**config.mk**
```make
export PLATFORM = sky130hd
export DESIGN_NAME = chs_front
export DESIGN_NICKNAME = d
export VERILOG_FILES = /design/src/hdl/chs_pkg.sv /design/src/hdl/chs_front.sv
export SDC_FILE = /design/constraint.sdc
export NUM_CORES = 1
export LEC_CHECK = 0
export BUFFER_PORTS_ARGS = -buffer_cell sky130_fd_sc_hd__buf_2
export CAP_MARGIN = 20
export CORE_ASPECT_RATIO = 0.9
export CORE_MARGIN = 5
export CORE_UTILIZATION = 50
export CTS_BUF_LIST = sky130_fd_sc_hd__clkbuf_4 sky130_fd_sc_hd__clkbuf_8 sky130_fd_sc_hd__clkbuf_16
export DETAILED_ROUTE_END_ITERATION = 16
export GPL_TIMING_DRIVEN = 0
export MAX_ROUTING_LAYER = met4
export PLACE_DENSITY = 0.73
export SLEW_MARGIN = 0
export SYNTH_ARGS = -nofsm -noshare
export SYNTH_HDL_FRONTEND = slang
export SYNTH_SLANG_ARGS = --single-unit
export TNS_END_PERCENT = 10
```
**constraint.sdc**
```tcl
create_clock -name clk -period 10.2 [get_ports clk]
set_input_delay 2.04 -clock clk [delete_from_list [all_inputs] [get_ports clk]]
set_output_delay 2.04 -clock clk [all_outputs]
set_load 0.03 [all_outputs]
```
**src/hdl/chs_pkg.sv**
```systemverilog
// Shared constants, types and helpers of the chained hash set.
`default_nettype none

package chs_pkg;

  localparam int BUCKETS     = 64;
  localparam int CHAIN_DEPTH = 8;
  localparam int KEY_W       = 31;
  localparam int CNT_W       = 7;

  localparam int BKT_W   = (BUCKETS > 1) ? $clog2(BUCKETS) : 1;
  localparam int FILL_W  = $clog2(CHAIN_DEPTH + 1);
  localparam int SLOT_W  = (CHAIN_DEPTH > 1) ? $clog2(CHAIN_DEPTH) : 1;
  localparam int SLOTS   = BUCKETS * CHAIN_DEPTH;
  localparam int ADDR_W  = (SLOTS > 1) ? $clog2(SLOTS) : 1;
  localparam int TOTAL_W = $clog2(SLOTS + 1);

  // remainder is found DIV_STEP key bits per cycle
  localparam int DIV_STEP = 4;
  localparam int DIV_CYC  = (KEY_W + DIV_STEP - 1) / DIV_STEP;
  localparam int DVD_W    = DIV_CYC * DIV_STEP;
  localparam int DCNT_W   = (DIV_CYC > 1) ? $clog2(DIV_CYC) : 1;

  localparam logic [CNT_W-1:0] CNT_RESET = 7'd64;

  localparam logic [1:0] OP_SEARCH = 2'd0;
  localparam logic [1:0] OP_INSERT = 2'd1;
  localparam logic [1:0] OP_CLEAR  = 2'd2;

  localparam logic [1:0] ST_OK   = 2'd0;
  localparam logic [1:0] ST_MISS = 2'd1;
  localparam logic [1:0] ST_DUP  = 2'd2;
  localparam logic [1:0] ST_FULL = 2'd3;

  typedef struct packed {
    logic [1:0]       opcode;
    logic [KEY_W-1:0] key;
  } in_word_t;

  typedef struct packed {
    logic [1:0]         status;
    logic [BKT_W-1:0]   bucket_index;
    logic [FILL_W-1:0]  bucket_fill;
    logic [TOTAL_W-1:0] total_keys;
  } out_word_t;

  // classified item passed from front to back
  typedef struct packed {
    logic [1:0]       opcode;
    logic [KEY_W-1:0] key;
    logic [BKT_W-1:0] bucket;
  } chs_item_t;

  function automatic logic [CNT_W-1:0] eff_count(input logic [CNT_W-1:0] n);
    logic [CNT_W-1:0] r;
    r = n;
    if (n == '0)
      r = CNT_W'(1);
    else if (int'(n) > BUCKETS)
      r = CNT_W'(BUCKETS);
    return r;
  endfunction

  function automatic logic [ADDR_W-1:0] key_addr(input logic [BKT_W-1:0] b,
                                                 input logic [SLOT_W-1:0] s);
    return ADDR_W'(ADDR_W'(b) * ADDR_W'(CHAIN_DEPTH) + ADDR_W'(s));
  endfunction

endpackage

`default_nettype wire

```
**src/hdl/chs_front.sv**
```systemverilog
// Front end: takes input words and finds the bucket by key modulo bucket count.
`default_nettype none

module chs_front
  import chs_pkg::*;
(
  input  wire logic             clk,
  input  wire logic             rst_n,
  input  wire logic             in_push,
  output logic                  in_full,
  input  wire in_word_t         in_word,
  input  wire logic [CNT_W-1:0] divisor,
  output logic                  q_push,
  output chs_item_t             q_item,
  input  wire logic             q_full
);

  typedef enum logic [1:0] {F_IDLE, F_DIV, F_HOLD} fstate_t;

  fstate_t           state_r;
  logic [1:0]        op_r;
  logic [KEY_W-1:0]  key_r;
  logic [DVD_W-1:0]  dvd_r;
  logic [CNT_W-1:0]  div_r;
  logic [CNT_W-1:0]  rem_r;
  logic [CNT_W-1:0]  rem_nxt;
  logic [DCNT_W-1:0] cnt_r;

  // restoring remainder, DIV_STEP dividend bits per cycle
  always_comb begin
    logic [CNT_W-1:0] r;
    logic [CNT_W:0]   t;
    r = rem_r;
    for (int i = 0; i < DIV_STEP; i++) begin
      t = {r, dvd_r[DVD_W-1-i]};
      if (t >= {1'b0, div_r})
        r = CNT_W'(t - {1'b0, div_r});
      else
        r = t[CNT_W-1:0];
    end
    rem_nxt = r;
  end

  assign in_full = (state_r != F_IDLE);
  assign q_push  = (state_r == F_HOLD) && !q_full;
  assign q_item  = '{opcode: op_r, key: key_r, bucket: BKT_W'(rem_r)};

  always_ff @(posedge clk) begin
    if (!rst_n) begin
      state_r <= F_IDLE;
    end else begin
      unique case (state_r)
        F_IDLE: begin
          if (in_push) begin
            op_r    <= in_word.opcode;
            key_r   <= in_word.key;
            dvd_r   <= DVD_W'(in_word.key);
            div_r   <= divisor;
            rem_r   <= '0;
            cnt_r   <= '0;
            state_r <= F_DIV;
          end
        end
        F_DIV: begin
          rem_r <= rem_nxt;
          dvd_r <= dvd_r << DIV_STEP;
          cnt_r <= cnt_r + DCNT_W'(1);
          if (cnt_r == DCNT_W'(DIV_CYC - 1))
            state_r <= F_HOLD;
        end
        F_HOLD: begin
          if (!q_full)
            state_r <= F_IDLE;
        end
        default: state_r <= F_IDLE;
      endcase
    end
  end

endmodule

`default_nettype wire

```
==> results of run 1 <==
[logic make-up (layout without fill, tap and decap cells)]
logic type / Yosys count / after routing / share of synthesized area, %
buf+inv: 40 / 141 / 3.69
mux: 22 / 22 / 4.87
xor+xnor: 10 / 10 / 1.84
compound gates: 66 / 66 / 11.2
fa+ha+maj: 34 / 34 / 9.58
flops: 84 / 84 / 52.6
simple gates: 163 / 163 / 16.2
[sequential cells by signal (all words and copies together) (netlist names)]
| register | flops |
|---|---|
| div_r | 7 |
| op_r | 2 |
| state_r | 2 |
| dvd_r | 32 |
| rem_r | 7 |
| cnt_r | 3 |
| key_r | 31 |
[per-stage QoR]
step	setup slack [ns]	hold slack [ns]	cells	area, um2
floorplan	2.64	0.484	419	4750
global placement	1.79	0.489	625	5330
global route	1.10	0.541	642	5550
detailed placement	1.68	0.494	626	5360
CTS	1.65	0.514	642	5550
finish	1.63	0.511	642	5550
[how the worst max path moves through the flow]
stage / startpoint / endpoint / slack (ns) / cells after the start
after detailed placement: div_r[1] / rem_r[3] / 1.68 / 32
after global routing: div_r[1] / rem_r[3] / 1.10 / 32
after CTS: div_r[1] / rem_r[3] / 1.65 / 32
after global placement: div_r[1] / rem_r[3] / 1.79 / 32
after floorplan: dvd_r[31] / rem_r[3] / 2.64 / 34
final: div_r[1] / rem_r[3] / 1.63 / 32
[area by class of cell]
cell class	instances	share of cell area [%]
plain buffers	17	1.60
well taps	122	2.75
clock buffers	9	2.23
repair buffers	85	7.94
multi-input cells	295	37.6
inverters	23	1.56
flip-flops and latches	84	45.1
clock inverters	7	1.22
[worst max-delay path: cells and delay by family, from the launching register on]
kind	cells	cell delay, ns
buf+inv	3	0.81
flops	1	0.46
fa+ha+maj	4	1.60
simple gates	5	0.59
compound gates	15	3.38
mux	5	1.45
[metal layers]
metal,wire length (um),share of wire (%),up-vias
met3,503,4.9,18
met2,5070,49,83
met1,4490,44,1677
li1,-,-,1698
met5,0,0,-
met4,197,1.9,0
[cell usage in the layout (no fill, tap or decap), types with 4 or more instances in the layout]
cell type,synthesis,final
a31oi_1,5,5
ha_1,30,30
nand3_1,5,5
clkbuf_8,0,9
o21ai_0,7,7
o21a_1,9,9
nand2_1,91,91
buf_4,6,6
buf_2,2,86
a21oi_1,12,12
and2_1,8,8
nor2_1,21,20
nor3_1,4,4
xnor2_1,6,6
mux2i_1,13,13
nor2b_1,8,8
clkbuf_1,9,9
xor2_1,4,4
edfxtp_1,82,82
mux2_2,7,7
fa_1,4,4
inv_1,23,23
nand2b_1,4,4
==> impl_metrics.env, run 1 <==
export IMPL_die_height_um=103
export IMPL_finalCritPeriodShare_pct=84.0
export IMPL_rsz0062_at_grt="false"
export IMPL_grt_pass1_vias=3498
export IMPL_clock_latency_ns=0.35
export IMPL_worst_pin_slew_ns=0.965
export IMPL_wl_per_cell_um=16.0
export IMPL_num_vias=3476
export IMPL_postRouteAntennaNets=0
export IMPL_hold_path_class="reg2reg"
export IMPL_cts_tree="done"
export IMPL_ys_flop_type="edfxtp_1"
export IMPL_areaGrowthSynthToFinish_pct=16.7
export IMPL_start_kind="flip-flop"
export IMPL_worstPathRequired_ns=10.29
export IMPL_cts_max_level=3
export IMPL_drt_iter0_drc=261
export IMPL_synth_area_leaders="edfxtp_1 52%, ha_1 7.9%, nand2_1 7.2%, mux2i_1 2.7%, inv_1 1.8%"
export IMPL_avgViaCountPerCell=5.41
export IMPL_syn_area_um2=4750
export IMPL_async_reset_ff_share_pct=0
export IMPL_r2r_start="div_r[1]"
export IMPL_crit_path_max_fanout=10
export IMPL_fin_crit_ns=8.57
export IMPL_synth_edff_count=82
export IMPL_grt_max_degree=43
export IMPL_multiInputGateArea_um2=2080
export IMPL_root_buffer="clkbuf_8"
export IMPL_hp_start="dvd_r[25]"
export IMPL_rr_endpoint="rem_r[3]"
export IMPL_hold_path_end="dvd_r[29]"
export IMPL_setup_tns_ns=0
export IMPL_grt_pass1_wl_um=16200
export IMPL_crit_slowest_cell="a2111oi_4"
export IMPL_clock_skew_ns=0.00526
export IMPL_layout_drive_gt1_share_pct=25.4
export IMPL_io_buffers=84
export IMPL_wl_um=10300
export IMPL_ys_types=58
export IMPL_reg2reg_slack_ns=1.63
export IMPL_die_area_um2=11600
export IMPL_start_util_pct=51.6
export IMPL_ios=85
export IMPL_busiest_layer="met2"
export IMPL_core_area_um2=9210
export IMPL_grt_ovfl_total=0
export IMPL_clk_pin_slew_ns=0.08
export IMPL_die_width_um=113
export IMPL_synth_seq_cells=84
export IMPL_fin_nets=593
export IMPL_hold_buffers=0
export IMPL_synth_top_cell_area_share_pct=51.8
export IMPL_max_slew_margin_rel_pct=35.7
export IMPL_synthTopCellsByCount="91 x nand2_1, 82 x edfxtp_1, 30 x ha_1"
export IMPL_use_met3_pct=3.87
export IMPL_cts_buffer_depth=2
export IMPL_grt_usage_pct=18.4
export IMPL_rows=33
export IMPL_yosys_cell_count_top_type="nand2_1"
export IMPL_numCtsBuffers=9
export IMPL_use_met1_pct=22.1
export IMPL_synth_top_area_cell="edfxtp_1"
export IMPL_place_gp_congestion=0.902
export IMPL_reg2regPathDepth=32
export IMPL_maxCapViolCount=0
export IMPL_grt_use_met2_pct=31.2
export IMPL_ys_warn_count=0
export IMPL_firstDrtPassIters=4
export IMPL_synthCells=419
export IMPL_cts_sinks=84
export IMPL_syn_avg_cell_area_um2=11.3
export IMPL_cp_arrival_ns=8.66
export IMPL_cts_setup_buffers=0
export IMPL_status="completed"
export IMPL_hold_depth=2
export IMPL_max_stage_delay_ns=0.55
export IMPL_cts_resized=0
export IMPL_antenna_found_initial=0
export IMPL_num_fill_cells=774
export IMPL_yosysSeqAreaShare_pct=52.6
export IMPL_dp_hpwl_um=7700
export IMPL_syn_nets=497
export IMPL_fin_util_pct=60.2
export IMPL_slew_violations=0
export IMPL_setup_viol=0
export IMPL_crit_type="reg2reg"
export IMPL_hold_violations=0
export IMPL_seq_area_um2=2500
export IMPL_cp_end_kind="flip-flop"
export IMPL_num_antenna_cells=0
export IMPL_timing_fmax_mhz=117
export IMPL_drt_drc_violations_left=0
Power of run 1 is left out: the tool's default activity adds up to more than one toggle a clock period on the data nets, which glitch-free logic cannot reach.
==> run 2, diff against run 1 <==
Clock period 10.2 ns to 8.3 ns, I/O delays scaled along.
==> run 2 against run 1 <==
Net effect:
- worst hold slack barely moved
- worst setup slack got worse by 1.2 ns
- sequential share of layout area shrank 0.48 points
- design area up 1.1%
- critical path depth up 3
==> impl_metrics.env, run 2 (same netlist as run 1, synthesis figures left out) <==
export IMPL_hold_depth=2
export IMPL_drt_iter0_drc=248
export IMPL_place_gp_congestion=0.902
export IMPL_avgViaCountPerCell=5.36
export IMPL_largest_reg_flops=32
export IMPL_maxUsedRoutingLayer="met4"
export IMPL_grt_pass1_wl_um=16300
export IMPL_drt_drc_violations_left=0
export IMPL_worst_pin_slew_ns=0.968
export IMPL_reg2regPathDepth=35
export IMPL_reg_largest_list="dvd_r: 32 flops, key_r: 31 flops"
export IMPL_reg2reg_slack_ns=0.45
export IMPL_max_slew_margin_rel_pct=35.5
export IMPL_cts_sinks=84
export IMPL_start_kind="flip-flop"
export IMPL_hold_path_class="reg2reg"
export IMPL_cp_end_kind="flip-flop"
export IMPL_final_common_cell="nand2_1"
export IMPL_clock_skew_ns=0.00512
export IMPL_max_stage_delay_ns=0.44
export IMPL_cts_tree="done"
export IMPL_die_area_um2=11600
export IMPL_num_antenna_cells=0
export IMPL_clock_latency_ns=0.35
export IMPL_wl_met3_um=478
export IMPL_cts_buffer_depth=2
export IMPL_wl_um=10200
export IMPL_crit_path_frequent_cell="ha_1"
export IMPL_timing_fmax_mhz=127
export IMPL_grt_ovfl_total=0
export IMPL_cts_max_level=3
export IMPL_maxCapViolCount=0
export IMPL_wl_met1_um=4490
export IMPL_worstPathRequired_ns=8.39
export IMPL_antenna_found_initial=0
export IMPL_fin_nets=599
export IMPL_num_vias=3474
export IMPL_core_area_um2=9210
export IMPL_setup_viol=0
export IMPL_fin_crit_ns=7.85
export IMPL_ios=85
export IMPL_largest_register="dvd_r"
export IMPL_die_width_um=113
export IMPL_crit_path_max_fanout=10
export IMPL_status="completed"
export IMPL_cp_arrival_ns=7.94
export IMPL_grt_usage_pct=18.5
export IMPL_final_cell_mix="91 x nand2_1, 84 x buf_2, 82 x edfxtp_1"
export IMPL_clk_pin_slew_ns=0.08
export IMPL_rr_endpoint="rem_r[3]"
export IMPL_die_height_um=103
export IMPL_slew_violations=0
export IMPL_dp_hpwl_um=7700
export IMPL_rows=33
export IMPL_num_fill_cells=768
export IMPL_io_buffers=84
export IMPL_postRouteAntennaNets=0
export IMPL_met2_length_um=5080
export IMPL_root_buffer="clkbuf_8"
export IMPL_fin_util_pct=60.9
export IMPL_numCtsBuffers=9
export IMPL_finalCritPeriodShare_pct=94.5
export IMPL_grt_max_degree=43
export IMPL_areaGrowthSynthToFinish_pct=18.0
export IMPL_crit_type="reg2reg"
export IMPL_hold_violations=0
export IMPL_firstDrtPassIters=4
export IMPL_start_util_pct=51.6
export IMPL_hp_start="dvd_r[25]"
export IMPL_r2r_start="div_r[0]"
export IMPL_wl_per_cell_um=15.8
export IMPL_crit_slowest_cell="edfxtp_1"
export IMPL_hold_path_end="dvd_r[29]"
export IMPL_layout_drive_gt1_share_pct=26.8
export IMPL_holdWs_ns=0.511
export IMPL_grt_pass1_vias=3510
[run 2: worst max-delay path, delay by kind of cell (launching register included)]
family          cells  cell delay (ns)
fa+ha+maj           5             1.59
buf+inv             5             0.82
simple gates        6             0.82
mux                 3             0.93
flops               1             0.44
compound gates     16             2.98
[run 2: through the flow]
step	TNS (ns)	std cells	setup WS, ns	instance area [um2]
after floorplan	0	419	0.738	4750
final	0	648	0.454	5610
after global placement	-0.451	625	-0.108	5330
after detailed placement	-1.22	626	-0.222	5360
after CTS	0	644	0.0350	5560
after global routing	-0.00803	648	-0.00738	5610
[run 2: worst max path at each step]
stage / from / to / slack (ns)
2_1_floorplan: dvd_r[31] / rem_r[3] / 0.74
3_3_place_gp: div_r[1] / rem_r[3] / -0.11
3_5_place_dp: div_r[1] / rem_r[3] / -0.22
4_1_cts: div_r[1] / rem_r[3] / 0.04
5_1_grt: div_r[0] / rem_r[3] / -0.007
6_report: div_r[0] / rem_r[3] / 0.45
[run 2: what timing repair did]
item	in CTS	in global routing
setup endpoints to repair	7	7
gates resized for setup	1	6
pin swaps	1	1
hold buffers	0	0
buffers inserted	2	4
[run 2: area by class of cell]
| type | count | area, um2 | share of cell area, % |
|---|---|---|---|
| plain buffers | 17 | 97.6 | 1.74 |
| clock buffers | 9 | 124 | 2.21 |
| clock inverters | 7 | 67.6 | 1.21 |
| inverters | 23 | 86.3 | 1.54 |
| multi-input cells | 295 | 2090 | 37.3 |
| flip-flops and latches | 84 | 2500 | 44.6 |
| well taps | 122 | 153 | 2.72 |
| repair buffers | 91 | 485 | 8.66 |
[run 2: per-layer routing]
layer  global-route usage (%)  vias to the layer above
li1                         -                     1711
met1                     22.3                     1665
met2                     31.1                       83
met3                     3.76                       15
met4                     7.02                        0
met5                        -                        -
Power of run 2 is left out for the same reason.
