File: config.mk
export PLATFORM = sky130hd
export DESIGN_NAME = chs_queue
export DESIGN_NICKNAME = d
export VERILOG_FILES = /design/src/hdl/chs_pkg.sv /design/src/hdl/chs_queue.sv
export SDC_FILE = /design/constraint.sdc
export NUM_CORES = 1
export LEC_CHECK = 0
export BUFFER_PORTS_ARGS = -buffer_cell sky130_fd_sc_hd__clkbuf_2
export CAP_MARGIN = 40
export CORE_AREA = 5 5 84 86
export DETAILED_ROUTE_END_ITERATION = 7
export DIE_AREA = 0 0 89 91
export PLACE_DENSITY = 0.73
export SYNTH_ARGS = -nofsm -noshare
export SYNTH_HDL_FRONTEND = slang
export SYNTH_SLANG_ARGS = --single-unit
File: constraint.sdc
create_clock -name clk -period 3.6 [get_ports clk]
set_clock_uncertainty 0.1 [all_clocks]
set_input_delay 0.54 -clock clk [delete_from_list [all_inputs] [get_ports clk]]
set_output_delay 0.54 -clock clk [all_outputs]
set_load 0.05 [all_outputs]
File: src/hdl/chs_pkg.sv
// Shared constants, types and helpers of the chained hash set.
`default_nettype none

package chs_pkg;

  localparam int BUCKETS     = 64;
  localparam int CHAIN_DEPTH = 8;
  localparam int KEY_W       = 31;
  localparam int CNT_W       = 7;

  localparam int BKT_W   = (BUCKETS > 1) ? $clog2(BUCKETS) : 1;
  localparam int FILL_W  = $clog2(CHAIN_DEPTH + 1);
  localparam int SLOT_W  = (CHAIN_DEPTH > 1) ? $clog2(CHAIN_DEPTH) : 1;
  localparam int SLOTS   = BUCKETS * CHAIN_DEPTH;
  localparam int ADDR_W  = (SLOTS > 1) ? $clog2(SLOTS) : 1;
  localparam int TOTAL_W = $clog2(SLOTS + 1);

  // remainder is found DIV_STEP key bits per cycle
  localparam int DIV_STEP = 4;
  localparam int DIV_CYC  = (KEY_W + DIV_STEP - 1) / DIV_STEP;
  localparam int DVD_W    = DIV_CYC * DIV_STEP;
  localparam int DCNT_W   = (DIV_CYC > 1) ? $clog2(DIV_CYC) : 1;

  localparam logic [CNT_W-1:0] CNT_RESET = 7'd64;

  localparam logic [1:0] OP_SEARCH = 2'd0;
  localparam logic [1:0] OP_INSERT = 2'd1;
  localparam logic [1:0] OP_CLEAR  = 2'd2;

  localparam logic [1:0] ST_OK   = 2'd0;
  localparam logic [1:0] ST_MISS = 2'd1;
  localparam logic [1:0] ST_DUP  = 2'd2;
  localparam logic [1:0] ST_FULL = 2'd3;

  typedef struct packed {
    logic [1:0]       opcode;
    logic [KEY_W-1:0] key;
  } in_word_t;

  typedef struct packed {
    logic [1:0]         status;
    logic [BKT_W-1:0]   bucket_index;
    logic [FILL_W-1:0]  bucket_fill;
    logic [TOTAL_W-1:0] total_keys;
  } out_word_t;

  // classified item passed from front to back
  typedef struct packed {
    logic [1:0]       opcode;
    logic [KEY_W-1:0] key;
    logic [BKT_W-1:0] bucket;
  } chs_item_t;

  function automatic logic [CNT_W-1:0] eff_count(input logic [CNT_W-1:0] n);
    logic [CNT_W-1:0] r;
    r = n;
    if (n == '0)
      r = CNT_W'(1);
    else if (int'(n) > BUCKETS)
      r = CNT_W'(BUCKETS);
    return r;
  endfunction

  function automatic logic [ADDR_W-1:0] key_addr(input logic [BKT_W-1:0] b,
                                                 input logic [SLOT_W-1:0] s);
    return ADDR_W'(ADDR_W'(b) * ADDR_W'(CHAIN_DEPTH) + ADDR_W'(s));
  endfunction

endpackage

`default_nettype wire

File: src/hdl/chs_queue.sv
// Two-entry queue between the front end and the back end.
`default_nettype none

module chs_queue
  import chs_pkg::*;
(
  input  wire logic      clk,
  input  wire logic      rst_n,
  input  wire logic      push,
  input  wire chs_item_t push_item,
  output logic           full,
  input  wire logic      pop,
  output chs_item_t      pop_item,
  output logic           empty
);

  chs_item_t  ent_r [2];
  logic       wr_ptr_r;
  logic       rd_ptr_r;
  logic [1:0] count_r;
  logic       do_push;
  logic       do_pop;

  assign full     = (count_r == 2'd2);
  assign empty    = (count_r == 2'd0);
  assign do_push  = push && !full;
  assign do_pop   = pop && !empty;
  assign pop_item = ent_r[rd_ptr_r];

  always_ff @(posedge clk) begin
    if (do_push)
      ent_r[wr_ptr_r] <= push_item;
  end

  always_ff @(posedge clk) begin
    if (!rst_n) begin
      wr_ptr_r <= 1'b0;
      rd_ptr_r <= 1'b0;
      count_r  <= 2'd0;
    end else begin
      if (do_push)
        wr_ptr_r <= !wr_ptr_r;
      if (do_pop)
        rd_ptr_r <= !rd_ptr_r;
      count_r <= count_r + 2'(do_push) - 2'(do_pop);
    end
  end

endmodule

`default_nettype wire

==> results_dict.tcl, run 1 <==
set metrics [dict create \
    cts_resized 0 \
    drt_wl_total_um 5090 \
    antenna_cells 0 \
    cp.arrival_ns 1.85 \
    crit_family "flip-flops" \
    dp_cells 308 \
    netlist_area_um2 3090 \
    drv_cap 0 \
    finalSetupTns_ns 0 \
    grt_setup_unrepaired "no" \
    synth_top_area_cell "edfxtp_1" \
    n_fill_cell 467 \
    worstSetupEndpointType "output pin" \
    crit_type "reg2out" \
    grt_pass1_wl_um 8080 \
    initial_utilization 0.499 \
    final_core_util 0.613 \
    dieArea_um2 8100 \
    clockBufferDepth 2 \
    crit_buf_inv 2 \
    power.total_mw 3.17 \
    wl_per_cell_um 15.7 \
    cts_hold_buf 0 \
    core_um2 6200 \
    dr.first_iter.drc_count 47 \
    p_per_area_nw_per_um2 835 \
    cts_root_buf "clkbuf_8" \
    drtPass1Iterations 4 \
    required_ns 2.96 \
    die_w_um 89 \
    report.final.slew_viol_count 0 \
    hold_viol_final 0 \
    worstPathMaxFanout 16 \
    cts_setup_buffers 0 \
    grt_max_degree 28 \
    vias 1567 \
    ir_drop_mv 0.511 \
    cp.depth 3 \
    num_rows 29 \
    syn_nets 193 \
    drive_gt1_frac 0.563 \
    syn_to_final_growth_pct 22.8 \
    ant_nets 0 \
    synth.area.top_cells "edfxtp_1, mux2_2, mux2_4, dfxtp_1, ha_1" \
    cpPeakStageDelay_ns 0.59 \
    hp-class "in2reg" \
    ios 84 \
    hpwl_um 3680 \
    fin_crit_sh 0.691 \
    port_buffers 83 \
    drc 0 \
    cts_made_buffers 9 \
    postSynthCellCount 148 \
    critPathLaunchType "register" \
    cts_tree "done" \
    antenna_found_initial 0 \
    htree_levels 3 \
    fin_cells 324 \
    clkLatencyLatePin_ns 0.33 \
    p_leak_nw 1.49 \
    cts.sinks 83 \
    cp_slowest_cell "dfxtp_2" \
    clk_pin_slew_ns 0.07 \
    ys_types 19 \
    slew_headroom 0.473 \
    gp_congestion 0.673 \
    path_cells "buf_4 -> mux2_2 -> clkbuf_2" \
    min_from "push_item[5]" \
    track_usage 0.136 \
    yosysTopAreaCellShare 0.757 \
    grt_pass1_vias 1601 \
    ys_seq_elements 83 \
    fmax_ghz 0.402 \
    yosysSeqAreaShare 0.789 \
    rrSetupSlack_ns 1.51 \
    final_nets 287 \
    r2r_start "count_r[0]$_SDFF_PN0_" \
    whs_ns 0.295 \
    ff2ff_path_depth 4 \
    setup_viol 0 \
    avgViaCountPerCell 4.84 \
    avgSynthCellArea_um2 20.9 \
    outcome "finished clean" \
    min_path_cells 1 \
    worstMarginPinSlew_ns 0.788 \
    min_to "ent_r[1][5]$_DFFE_PP_" \
    yosysWarningCount 0 \
    die_y_um 91 \
    r2r_end "ent_r[0][18]$_DFFE_PP_" \
    grt_overflow 0 \
    min_period_ns 2.49 \
]
-- registers in the layout, summed over array words and instances (netlist names), named ones only --
name / flops
wr_ptr_r: 1
count_r: 2
ent_r: 78
rd_ptr_r: 1
-- report_power, final --
group          internal, mW  switching (mW)  leakage [nW]
Sequential             1.25          0.0718         0.770
Clock                 0.315           0.283        0.0871
Combinational         0.369           0.889         0.636
Total                  1.93            1.24          1.49
-- worst max-delay path by stage --
stage / endpoint / start
6_report: pop_item[10] / register
5_1_grt: pop_item[10] / register
4_1_cts: pop_item[10] / register
3_5_place_dp: ent_r[0][18]$_DFFE_PP_ / push
3_3_place_gp: ent_r[0][38]$_DFFE_PP_ / push
2_1_floorplan: ent_r[0][0]$_DFFE_PP_ / push
-- cells in the mapped netlist, drive strengths merged --
master and n:
edfxtp 78, mux2 39, dfxtp 5, nor2 5, buf 4, inv 3, and2 2, ha 2
nand2 2, nand2b 2, and3 1, mux2i 1, nor3 1, o21a 1, xnor2 1, xor2 1
-- final cells by class --
| type | count | area, µm² | share of cell area |
|---|---|---|---|
| Timing Repair Buffer | 87 | 465 | 0.122 |
| Multi-Input combinational cell | 58 | 608 | 0.160 |
| Tap cell | 77 | 96.3 | 0.0253 |
| Inverter | 3 | 11.3 | 0.00296 |
| Sequential cell | 83 | 2440 | 0.643 |
| Clock inverter | 4 | 41.3 | 0.0109 |
| Clock buffer | 12 | 135 | 0.0355 |
-- logic make-up after synthesis --
group,synth area share
AO/OA/AOI/OAI,0.00243
XOR/XNOR,0.00566
adder cells (fa/ha/maj),0.00809
buffers and inverters,0.0170
flip-flops,0.789
multiplexers,0.157
AND/OR/NAND/NOR,0.0202
-- worst register-to-register path: cells and delay by family, from the launching register on --
kind	cells	cell delay [ns]
AND/OR/NAND/NOR	3	0.96
flip-flops	1	0.38
buffers and inverters	1	0.36
-- placed cells by master, fill, tap and decap left out, drive strengths merged --
master / n
xnor2: 1
edfxtp: 78
and3: 1
clkinv: 3
xor2: 1
ha: 2
mux2: 39
o21a: 1
bufinv: 1
inv: 3
dfxtp: 5
nor2: 5
nand2b: 2
and2: 2
clkbuf: 95
nand2: 2
nor3: 1
buf: 4
mux2i: 1
-- through the flow --
stage / setup slack, ns / cell area [µm²]
finish: 1.11 / 3800
global route: 1.01 / 3800
CTS: 1.07 / 3800
detailed placement: 1.41 / 3620
global placement: 1.44 / 3600
floorplan: 0.787 / 3090
-- metal layers --
metal / track usage / vias to the layer above / wire length, µm
li1: - / 756 / -
met1: 0.166 / 753 / 2060
met2: 0.219 / 49 / 2680
met3: 0.0299 / 9 / 263
met4: 0.0782 / 0 / 96
met5: 0 / - / 0
Note: power is estimated with default switching activity, not from simulation.
==> run 2, diff against run 1 <==
CORE_AREA = 5 5 89 91   (was 5 5 84 86)
DIE_AREA = 0 0 94 96   (was 0 0 89 91)
PLACE_DENSITY = 0.68   (was 0.73)
clock period = 2.17 ns   (was 3.6 ns; I/O delays follow)
==> results_dict.tcl, run 2 (synthesis gave the netlist of run 1 again) <==
set metrics [dict create \
    ios 84 \
    cts_made_buffers 9 \
    hold_viol_final 0 \
    ant_nets 0 \
    wl_per_cell_um 15.1 \
    p_seq_frac 0.401 \
    power_switching_mw 2.11 \
    p_leak_nw 1.51 \
    cts_setup_buffers 0 \
    track_usage 0.121 \
    drc 0 \
    clk_pin_slew_ns 0.08 \
    crit_type "reg2out" \
    final_cell_mix "clkbuf_2, edfxtp_1, mux2_2, mux2_4, clkbuf_8" \
    report.final.slew_viol_count 0 \
    setup_slack_ns 0.229 \
    hp-class "in2reg" \
    fin_area_um2 3860 \
    cts_root_buf "clkbuf_8" \
    dp_cells 331 \
    multi_input_area_um2 608 \
    clkLatencyLatePin_ns 0.33 \
    place_ws_ns 0.377 \
    grt_pass1_wl_um 7960 \
    outcome "finished clean" \
    largest_reg_flops 78 \
    place_area_um2 3660 \
    dieArea_um2 9020 \
    critPathLaunchType "register" \
    hpwl_um 3630 \
    initial_utilization 0.438 \
    drv_cap 0 \
    clockBufferDepth 2 \
    p_per_area_nw_per_um2 1380 \
    core_um2 7060 \
    die_y_um 96 \
    ir_drop_mv 0.731 \
    n_fill_cell 620 \
    fin_cells 347 \
    worstMarginPinSlew_ns 0.369 \
    drt_wl_total_um 5220 \
    vias 1568 \
    worstPathMaxFanout 12 \
    antenna_found_initial 0 \
    die_w_um 94 \
    finalSetupTns_ns 0 \
    port_buffers 83 \
    avgViaCountPerCell 4.52 \
    grt_max_degree 28 \
    worstSetupEndpointType "output pin" \
    grt_setup_unrepaired "no" \
    internal-power_mw 3.23 \
    power_frac_comb 0.403 \
    final_nets 288 \
    syn_to_final_growth_pct 24.7 \
    min_period_ns 1.94 \
    cp.arrival_ns 1.52 \
    cts_hold_buf 0 \
    regArea_um2 2440 \
    dr.first_iter.drc_count 79 \
    slew_headroom 0.754 \
    htree_levels 3 \
    cts_resized 0 \
    grt_overflow 0 \
    top_register "ent_r" \
    antenna_cells 0 \
    p_sw_frac 0.395 \
    fin_crit_sh 0.894 \
    drive_gt1_frac 0.589 \
    fmax_ghz 0.515 \
    final_core_util 0.546 \
    layout_commonest_cell "clkbuf_2" \
    num_rows 31 \
    grt_pass1_vias 1717 \
    setup_viol 0 \
    pwr-share-clk 0.196 \
    cts_tree "done" \
    reg.largest.list "ent_r (78), count_r (2)" \
    gp_congestion 0.653 \
    required_ns 1.74 \
    drtPass1Iterations 4 \
    cts.sinks 83 \
]
## run 2: cell count changes in the layout (fill, tap and decap cells not counted)
cell        delta
clkinv_4       +1
buf_16         -1
clkinvlp_4     +2
buf_12         +2
clkbuf_1       -3
clkinv_2       +3
clkinv_1       -3
## run 2: stage by stage
stage	hold slack (ns)	total power [mW]
floorplan	0.324	3.90
global placement	0.398	4.34
detailed placement	0.407	4.37
CTS	0.0514	5.43
global route	0.0540	5.61
finish	0.0713	5.34
## run 2: critical path, cell delays in order (launching register included)
cell	delay [ns]
dfxtp_2	0.35
buf_4	0.22
mux2_2	0.37
clkbuf_2	0.24
## run 2: worst paths after layout
check	startpoint	end	slack, ns	depth (start not counted)
worst max-delay path	register	pop_item[14]	0.23	3
worst min-delay path	push_item[33]	ent_r[0][33]$_DFFE_PP_	0.07	1
worst max register to register	count_r[0]$_SDFF_PN0_	count_r[1]$_SDFF_PN0_	0.38	8
worst min register to register	rd_ptr_r$_SDFFE_PN0P_	rd_ptr_r$_SDFFE_PN0P_	0.43	2
## run 2: area by class of cell
class,count,share of cell area
clock inverters,7,0.0178
flip-flops and latches,83,0.633
well taps,99,0.0321
inverters,3,0.00292
repair buffers,88,0.124
clock buffers,9,0.0321
multi-input cells,58,0.158
## run 2: power groups by stage
stage	clock network (mW)	registers, mW	logic, mW
global placement	0	2.16	2.17
detailed placement	0	2.18	2.19
CTS	1.09	2.15	2.19
global route	1.17	2.16	2.27
floorplan	0	2.16	1.74
finish	1.05	2.14	2.15
## run 2: routing by layer
layer	vias to the layer above	routed length [µm]	global-route usage
met2	53	2710	0.219
met4	0	85	0.0722
met3	8	348	0.0360
met1	750	2080	0.124
li1	757	-	-
met5	-	0	0
==> run 3, diff against run 2 <==
GPL_TIMING_DRIVEN = 0   (was unset)
==> results_dict.tcl, run 3 (synthesis gave the netlist of run 1 again) <==
set metrics [dict create \
    outcome "finished clean" \
    drive_gt1_frac 0.574 \
    p_per_area_nw_per_um2 1360 \
    track_usage 0.126 \
    hold_viol_final 0 \
    vias 1602 \
    gp_congestion 0.647 \
    reg.largest.list "ent_r (78), count_r (2)" \
    clk_pin_slew_ns 0.09 \
    fmax_ghz 0.487 \
    drv_cap 0 \
    initial_utilization 0.438 \
    syn_to_final_growth_pct 24.7 \
    hpwl_um 3790 \
    fin_cells 348 \
    worstMarginPinSlew_ns 0.641 \
    cts_tree "done" \
    antenna_found_initial 0 \
    antenna_cells 0 \
    worstPathMaxFanout 10 \
    wl_per_cell_um 15.4 \
    required_ns 1.74 \
    cts_hold_buf 0 \
    crit_type "reg2out" \
    ir_drop_mv 0.971 \
    dp_cells 332 \
    critPathLaunchType "register" \
    clkLatencyLatePin_ns 0.33 \
    ff2ff_path_depth 4 \
    grt_pass1_vias 1728 \
    drc 0 \
    port_buffers 83 \
    grt_overflow 0 \
    p_leak_nw 1.50 \
    n_fill_cell 609 \
    ios 84 \
    top_register "ent_r" \
    grt_pass1_wl_um 8280 \
    setup_slack_ns 0.118 \
    final_cell_mix "clkbuf_2, edfxtp_1, mux2_2, mux2_4, clkbuf_8" \
    grt_setup_unrepaired "no" \
    cp.arrival_ns 1.63 \
    cts_setup_buffers 0 \
    cts_resized 0 \
    min_path_cells 1 \
    grt_max_degree 28 \
    place_ws_ns 0.262 \
    core_um2 7060 \
    cts_made_buffers 9 \
    dieArea_um2 9020 \
    power_frac_comb 0.416 \
    dr.first_iter.drc_count 47 \
    pwr-share-clk 0.177 \
    internal-power_mw 3.14 \
    clockBufferDepth 2 \
    drt_wl_total_um 5350 \
    slew_headroom 0.572 \
    num_rows 31 \
    fin_crit_sh 0.945 \
    ant_nets 0 \
    layout_commonest_cell "clkbuf_2" \
    setup_viol 0 \
    htree_levels 3 \
    power_switching_mw 2.13 \
    hp-class "in2reg" \
    avgViaCountPerCell 4.60 \
    worstSetupEndpointType "output pin" \
    die_w_um 94 \
    cts_root_buf "clkbuf_8" \
    drtPass1Iterations 4 \
    largest_reg_flops 78 \
    p_seq_frac 0.407 \
    p_sw_frac 0.404 \
    die_y_um 96 \
    report.final.slew_viol_count 0 \
    cts.sinks 83 \
    final_nets 289 \
    min_period_ns 2.05 \
]
run 3: worst paths after layout:
path,from,endpoint,slack (ns)
worst max-delay path,register,pop_item[33],0.12
worst min-delay path,push_item[19],ent_r[1][19]$_DFFE_PP_,0.07
worst max register to register,count_r[0]$_SDFF_PN0_,ent_r[0][4]$_DFFE_PP_,0.30
worst min register to register,rd_ptr_r$_SDFFE_PN0P_,rd_ptr_r$_SDFFE_PN0P_,0.42
run 3: cell type report:
class | count | area [µm²] | area share
Buffer | 4 | 41.3 | 0.0107
Clock buffer | 9 | 124 | 0.0321
Clock inverter | 7 | 45.0 | 0.0117
Inverter | 3 | 11.3 | 0.00292
Multi-Input combinational cell | 58 | 608 | 0.158
Sequential cell | 83 | 2440 | 0.633
Tap cell | 99 | 124 | 0.0321
Timing Repair Buffer | 85 | 463 | 0.120
run 3: power groups by stage:
stage / combinational (mW) / sequential (mW) / clock [mW]
2_1_floorplan: 1.74 / 2.16 / 0
3_3_place_gp: 2.16 / 2.18 / 0
3_5_place_dp: 2.22 / 2.18 / 0
4_1_cts: 2.23 / 2.15 / 0.970
5_1_grt: 2.31 / 2.17 / 1.04
6_report: 2.19 / 2.14 / 0.932
run 3: worst max-delay path, cell delays in order, from the launching register on:
cell and delay, ns:
dfxtp_1 0.39, buf_6 0.18, buf_8 0.17, mux2_4 0.31, clkbuf_2 0.24
run 3: through the flow:
stage | setup TNS [ns] | total power, mW | utilization | instance area, µm² | hold slack, ns
3_3_place_gp | -39.01 | 4.33 | 0.515 | 3640 | 0.379
3_5_place_dp | 0 | 4.41 | 0.523 | 3690 | 0.403
6_report | 0 | 5.26 | 0.547 | 3860 | 0.0749
4_1_cts | 0 | 5.35 | 0.547 | 3860 | 0.0569
2_1_floorplan | 0 | 3.90 | - | 3100 | 0.324
5_1_grt | 0 | 5.52 | 0.547 | 3860 | 0.0549
run 3: routing by layer:
layer / track usage / share of wire / vias to the layer above
li1: - / - / 761
met1: 0.140 / 0.40 / 784
met2: 0.224 / 0.53 / 53
met3: 0.0321 / 0.056 / 4
met4: 0.0614 / 0.012 / 0
met5: 0 / 0 / -
